===== src/sv/rmtd_pkg.sv =====
`timescale 1ns / 1ps
// Shared types and constants for the run merge threshold detector.
// No dependencies; every other file of the block imports this package.
package rmtd_pkg;

    // Field widths fixed by the interface.
    localparam int POS_W  = 10;
    localparam int LEN_W  = 11;
    localparam int STAT_W = 3;

    // Result status codes.
    localparam logic [STAT_W-1:0] ST_PENDING   = 3'd0;
    localparam logic [STAT_W-1:0] ST_FOUND_NOW = 3'd1;
    localparam logic [STAT_W-1:0] ST_ALREADY   = 3'd2;
    localparam logic [STAT_W-1:0] ST_NOT_FOUND = 3'd3;
    localparam logic [STAT_W-1:0] ST_BAD_INDEX = 3'd4;

    // Register index decoded from paddr[2].
    localparam logic REG_MIN_RUN = 1'b0;

    // Commands from the controller to the datapath.
    typedef struct packed {
        logic clr;   // clearing sweep writes one entry
        logic load;  // capture the accepted input word
        logic rd0;   // read the position and its left neighbor
        logic rd1;   // read the right neighbor
        logic chk;   // evaluate, update counters, emit the result
        logic wr;    // write the merged length at both run ends
    } cmd_t;

    // Status from the datapath to the controller.
    typedef struct packed {
        logic clr_done;  // last entry of the clearing sweep
        logic item_ok;   // the evaluated word inserts a new position
    } sts_t;

endpackage


===== src/sv/rmtd_ctrl.sv =====
`timescale 1ns / 1ps
// Controller state machine of the run merge threshold detector.
// Depends on rmtd_pkg for the command and status structs.
module rmtd_ctrl (
    input  logic           clk,
    input  logic           rst_n,
    input  logic           start,
    output logic           busy,
    output rmtd_pkg::cmd_t cmd,
    input  rmtd_pkg::sts_t sts
);
    import rmtd_pkg::*;

    localparam logic [2:0] S_CLR  = 3'd0;
    localparam logic [2:0] S_IDLE = 3'd1;
    localparam logic [2:0] S_RD0  = 3'd2;
    localparam logic [2:0] S_RD1  = 3'd3;
    localparam logic [2:0] S_CHK  = 3'd4;
    localparam logic [2:0] S_WR   = 3'd5;

    logic [2:0] state_reg;
    logic [2:0] state_next;

    // Next state.
    always_comb
    begin
        state_next = state_reg;
        case (state_reg)
            S_CLR:
            begin
                if (sts.clr_done)
                begin
                    state_next = S_IDLE;
                end
            end
            S_IDLE:
            begin
                if (start)
                begin
                    state_next = S_RD0;
                end
            end
            S_RD0:   state_next = S_RD1;
            S_RD1:   state_next = S_CHK;
            S_CHK:   state_next = sts.item_ok ? S_WR : S_IDLE;
            S_WR:    state_next = S_IDLE;
            default: state_next = S_IDLE;
        endcase
    end

    // State register; reset starts the clearing sweep.
    always_ff @(posedge clk or negedge rst_n)
    begin
        if (!rst_n)
        begin
            state_reg <= S_CLR;
        end
        else
        begin
            state_reg <= state_next;
        end
    end

    // Commands decoded from the state.
    always_comb
    begin
        cmd      = '0;
        cmd.clr  = (state_reg == S_CLR);
        cmd.load = (state_reg == S_IDLE) && start;
        cmd.rd0  = (state_reg == S_RD0);
        cmd.rd1  = (state_reg == S_RD1);
        cmd.chk  = (state_reg == S_CHK);
        cmd.wr   = (state_reg == S_WR);
    end

    assign busy = (state_reg != S_IDLE);

`ifndef SYNTHESIS
    // An accepted word always starts the read sequence.
    a_accept_reads: assert property (@(posedge clk) disable iff (!rst_n)
        (start && !busy) |=> (state_reg == S_RD0))
        else $error("accepted word did not start the read sequence");

    // Evaluation is followed by the end write or by idle, never anything else.
    a_chk_exit: assert property (@(posedge clk) disable iff (!rst_n)
        (state_reg == S_CHK) |=> (state_reg == S_WR || state_reg == S_IDLE))
        else $error("bad state after evaluation");
`endif

endmodule


===== config.mk =====
export PLATFORM = sky130hd
export DESIGN_NAME = rmtd_ctrl
export DESIGN_NICKNAME = d
export VERILOG_FILES = /design/src/sv/rmtd_pkg.sv /design/src/sv/rmtd_ctrl.sv
export SDC_FILE = /design/constraint.sdc
export NUM_CORES = 1
export LEC_CHECK = 0
export BUFFER_PORTS_ARGS = -buffer_cell sky130_fd_sc_hd__buf_4
export CORE_AREA = 2 2 39 41
export CTS_BUF_LIST = sky130_fd_sc_hd__clkbuf_8
export CTS_CLUSTER_SIZE = 25
export DETAILED_ROUTE_END_ITERATION = 6
export DIE_AREA = 0 0 41 43
export GPL_TIMING_DRIVEN = 0
export PLACE_DENSITY = 0.41
export SLEW_MARGIN = 5
export SYNTH_ARGS = -nofsm -noshare
export SYNTH_HDL_FRONTEND = slang
export SYNTH_SLANG_ARGS = --single-unit

===== constraint.sdc =====
create_clock -name clk -period 2.08 [get_ports clk]
set_input_delay 0.104 -clock clk [delete_from_list [all_inputs] [get_ports clk]]
set_output_delay 0.104 -clock clk [all_outputs]
set_load 0.05 [all_outputs]

Word-level counts from Yosys, hierarchy flattened
Cells that the tools add are included.
{"block": "totals", "ff_bits": 3, "word_cells": 16}
{"block": "op_classes", "n_eq_ne": 8, "muxes": 4, "n_reduce_logical": 3}
{"op": "3-bit case mux with 5 select lines", "count": 1}
{"op": "3-bit 2-to-1 mux", "count": 3}
{"op": "3-bit by 2-bit equality test with 1-bit output, second input constant", "count": 2}
{"op": "3-bit equality test, second input constant", "count": 2}
{"op": "3-bit by 1-bit equality test with 1-bit output, second input constant", "count": 1}
{"op": "3-bit logical NOT", "count": 1}
{"op": "3-bit by 1-bit != test with 1-bit output, second input constant", "count": 1}
{"op": "2-bit by 1-bit != test with 1-bit output, second input constant", "count": 1}
{"op": "2-bit != test, second input constant", "count": 1}
{"op": "2-bit AND reduction", "count": 1}
{"op": "1-bit logical AND", "count": 1}

Longest topological paths before layout
{"block": "depth", "depth_word": 3, "depth_mapped": 2}

Least setup slack after synthesis
No wires, ideal clock.
{"block": "synth_path", "kind": "reg-to-output", "from": "reg state_reg[0]", "to": "out cmd[5] (netlist name)", "arrival_time_ps": 1538, "setup_slack_ps": 438, "path_stages_with_launch": 2, "n_path_buf": 0, "cell_sequence": "dfrtp_1 nor3_1"}
{"element": "start: declaration", "line": "rmtd_ctrl.sv:21", "rtl": "logic [2:0] state_reg;"}
{"element": "start signal: assignment", "line": "rmtd_ctrl.sv:60", "rtl": "state_reg <= state_next;"}
{"element": "end: declaration", "line": "rmtd_ctrl.sv:9", "rtl": "output rmtd_pkg::cmd_t cmd,"}

Worst setup path in the final report
{"block": "layout_path", "from": "reg state_reg[0]", "to": "out busy"}
{"block": "layout_between", "elab_chain_len": 1}
{"element": "3-bit by 1-bit != test with 1-bit output", "line": "rmtd_ctrl.sv:76", "rtl": "assign busy = (state_reg != S_IDLE);"}
{"element": "end: declaration", "line": "rmtd_ctrl.sv:8", "rtl": "output logic busy,"}
Every way passes these cells.

==> reports/results.ini <==
[outcome]
status=finished, final reports clean

[grt]
grt_pass1_vias=197
antenna_found_initial=0
grt.total_usage_pct=7.55
grt_start_max_net_pins=10
overflow=0
grt_pass1_wl_um=800

[worst_setup_path]
critical_path.startpoint_type=register
critPathRequiredTime_ns=1.98
crit_family=flip-flops
critPathCaptureType=output port
worstRegToRegCells=2
worst-setup-path-type=register to output port
crit_path_top_delay_cell=dfrtp_1
crit_fanout=9
cpPeakStageDelay_ns=0.47
path_buf_inv=1
cp.arrival_ns=1.26
crit_chain=or3b_1 -> buf_4
cp.depth=2

[clocking]
cts_buffers=3
post-cts-setup-buffers=0
post_cts_resized=0
clock_latency_ns=0.21
path_clk_slew_ns=0.03
clock-root-buffer=clkbuf_8
clk_path_buf_depth=2
htreeDepth=1
cts_tree=done
cts_sinks=3

[logic_synthesis]
postSynthAreaPerCell_sq_um=11.9
ys_ff_latch=3
ys_seq_area_share_pct=42.0
synth_area_sq_um=179
ys_top_cells_by_count=3 x dfrtp_1, 2 x a21o_1, 2 x and3b_2, 2 x nor3b_2
async_flop_share_pct=100
synth_edf_count=0
ys_dominant_reg_cell=dfrtp_1
yosysTopAreaCell=dfrtp_1
syn-num-nets=20
synth_cell_types=10
ys_warn_count=0
synth_top_cell_area_share_pct=42.0
netlist_instances=15
synth_area_leaders=dfrtp_1 42%, nor3b_2 14%, and3b_2 11%
synth_most_common_cell=dfrtp_1

[floorplan]
core-area_sq_um=1380
die_width_um=41
die_h_um=43
row_count=14
start_util_pct=12.9
dieArea_sq_um=1760
ioPinCount=12

[drt]
wl_per_cell_um=10.0
firstDrtPassIters=2
wirelength_um=470
drt-initial-drc-count=1
final_antenna_net_count=0
vias=182
avgViaCountPerCell=3.87
drc=0

[timing]
finalHoldViolCount=0
timing.fmax_ghz=0.734
slew_headroom_pct=83.5
tns_ns=0
maxSlewViolCount=0
tightest_slew_ns=0.247
finalSetupViolations=0
period_share_pct=65.5
period_minus_slack_ns=1.36
fin_worst_skew_ns=0.000409
rsz0062_at_grt=false

[finish]
syn_to_final_growth_pct=88.1
drive_gt1_share_pct=58.1
antennaDiodeCount=0
largest_reg_flops=3
nNetsFinal=37

[flow_run]
cap_violations=0

[placement]
port_buffers=11
place.gp.congestion=0.563
post-dp-hpwl_um=361

[hold_path]
hold_path_depth=2
min-delay-path-class=primary input to register

## cell type report
| cell class | count | area, sq um |
|---|---|---|
| clock buffer | 3 | 41.3 |
| sequential | 3 | 75.1 |
| fill | 156 | 1050 |
| multi-input combinational | 12 | 104 |
| clock inverter | 1 | 3.75 |
| timing repair buffer | 12 | 92.6 |
| tap | 16 | 20.0 |
## worst register-to-register path, stage by stage, from the launching register on
cell	delay, ns
dfrtp_1	0.44
or3_1	0.39
a21o_1	0.16
## routing by layer
layer | wire (um) | GRT usage, %
met5 | 0 | 0
met4 | 0 | 8.00
met2 | 177 | 8.75
met3 | 74 | 4.71
met1 | 217 | 8.44
## path summary, 6_finish.rpt
check	slack, ns	endpoint	start
max	0.72	busy	state_reg[0]
min	0.12	state_reg[2]	sts[0]
max reg2reg	0.98	state_reg[0]	state_reg[1]
min reg2reg	0.59	state_reg[0]	state_reg[2]
max in group asynchronous	1.78	state_reg[1]	rst_n
min in group asynchronous	0.21	state_reg[2]	rst_n
## cell families after synthesis
group / Yosys count / share of synthesized area, %
simple gates: 9 / 46.9
flops: 3 / 42.0
compound gates: 3 / 11.2
## metrics by stage
step	hold slack, ns	utilization [%]	std cells	setup WS, ns	cell area [sq um]
detailed placement	-0.105	20.3	42	0.942	282
global route	0.115	24.3	47	0.647	337
global placement	-0.107	20.3	42	0.964	282
finish	0.118	24.3	47	0.717	337
floorplan	-0.192	-	15	0.438	179
CTS	0.107	24.3	47	0.709	337
## repair_timing
item	4_1_cts	5_1_grt
setup endpoints to repair	0	0
hold endpoints to repair	3	0
hold buffers	1	0
## layout by cell type, fill, tap and decap left out
master,instances
inv_1,1
or3_1,1
nor3b_2,2
or2_1,1
or3b_1,1
and3b_2,2
and4bb_1,1
buf_4,11
dfrtp_1,3
o21ai_0,1
a21o_1,2
clkbuf_8,3
nor3_1,1
dlygate4sd3_1,1
Power is left out: the tool's default activity adds up to more than one toggle a clock period on the data nets, which glitch-free logic cannot reach.
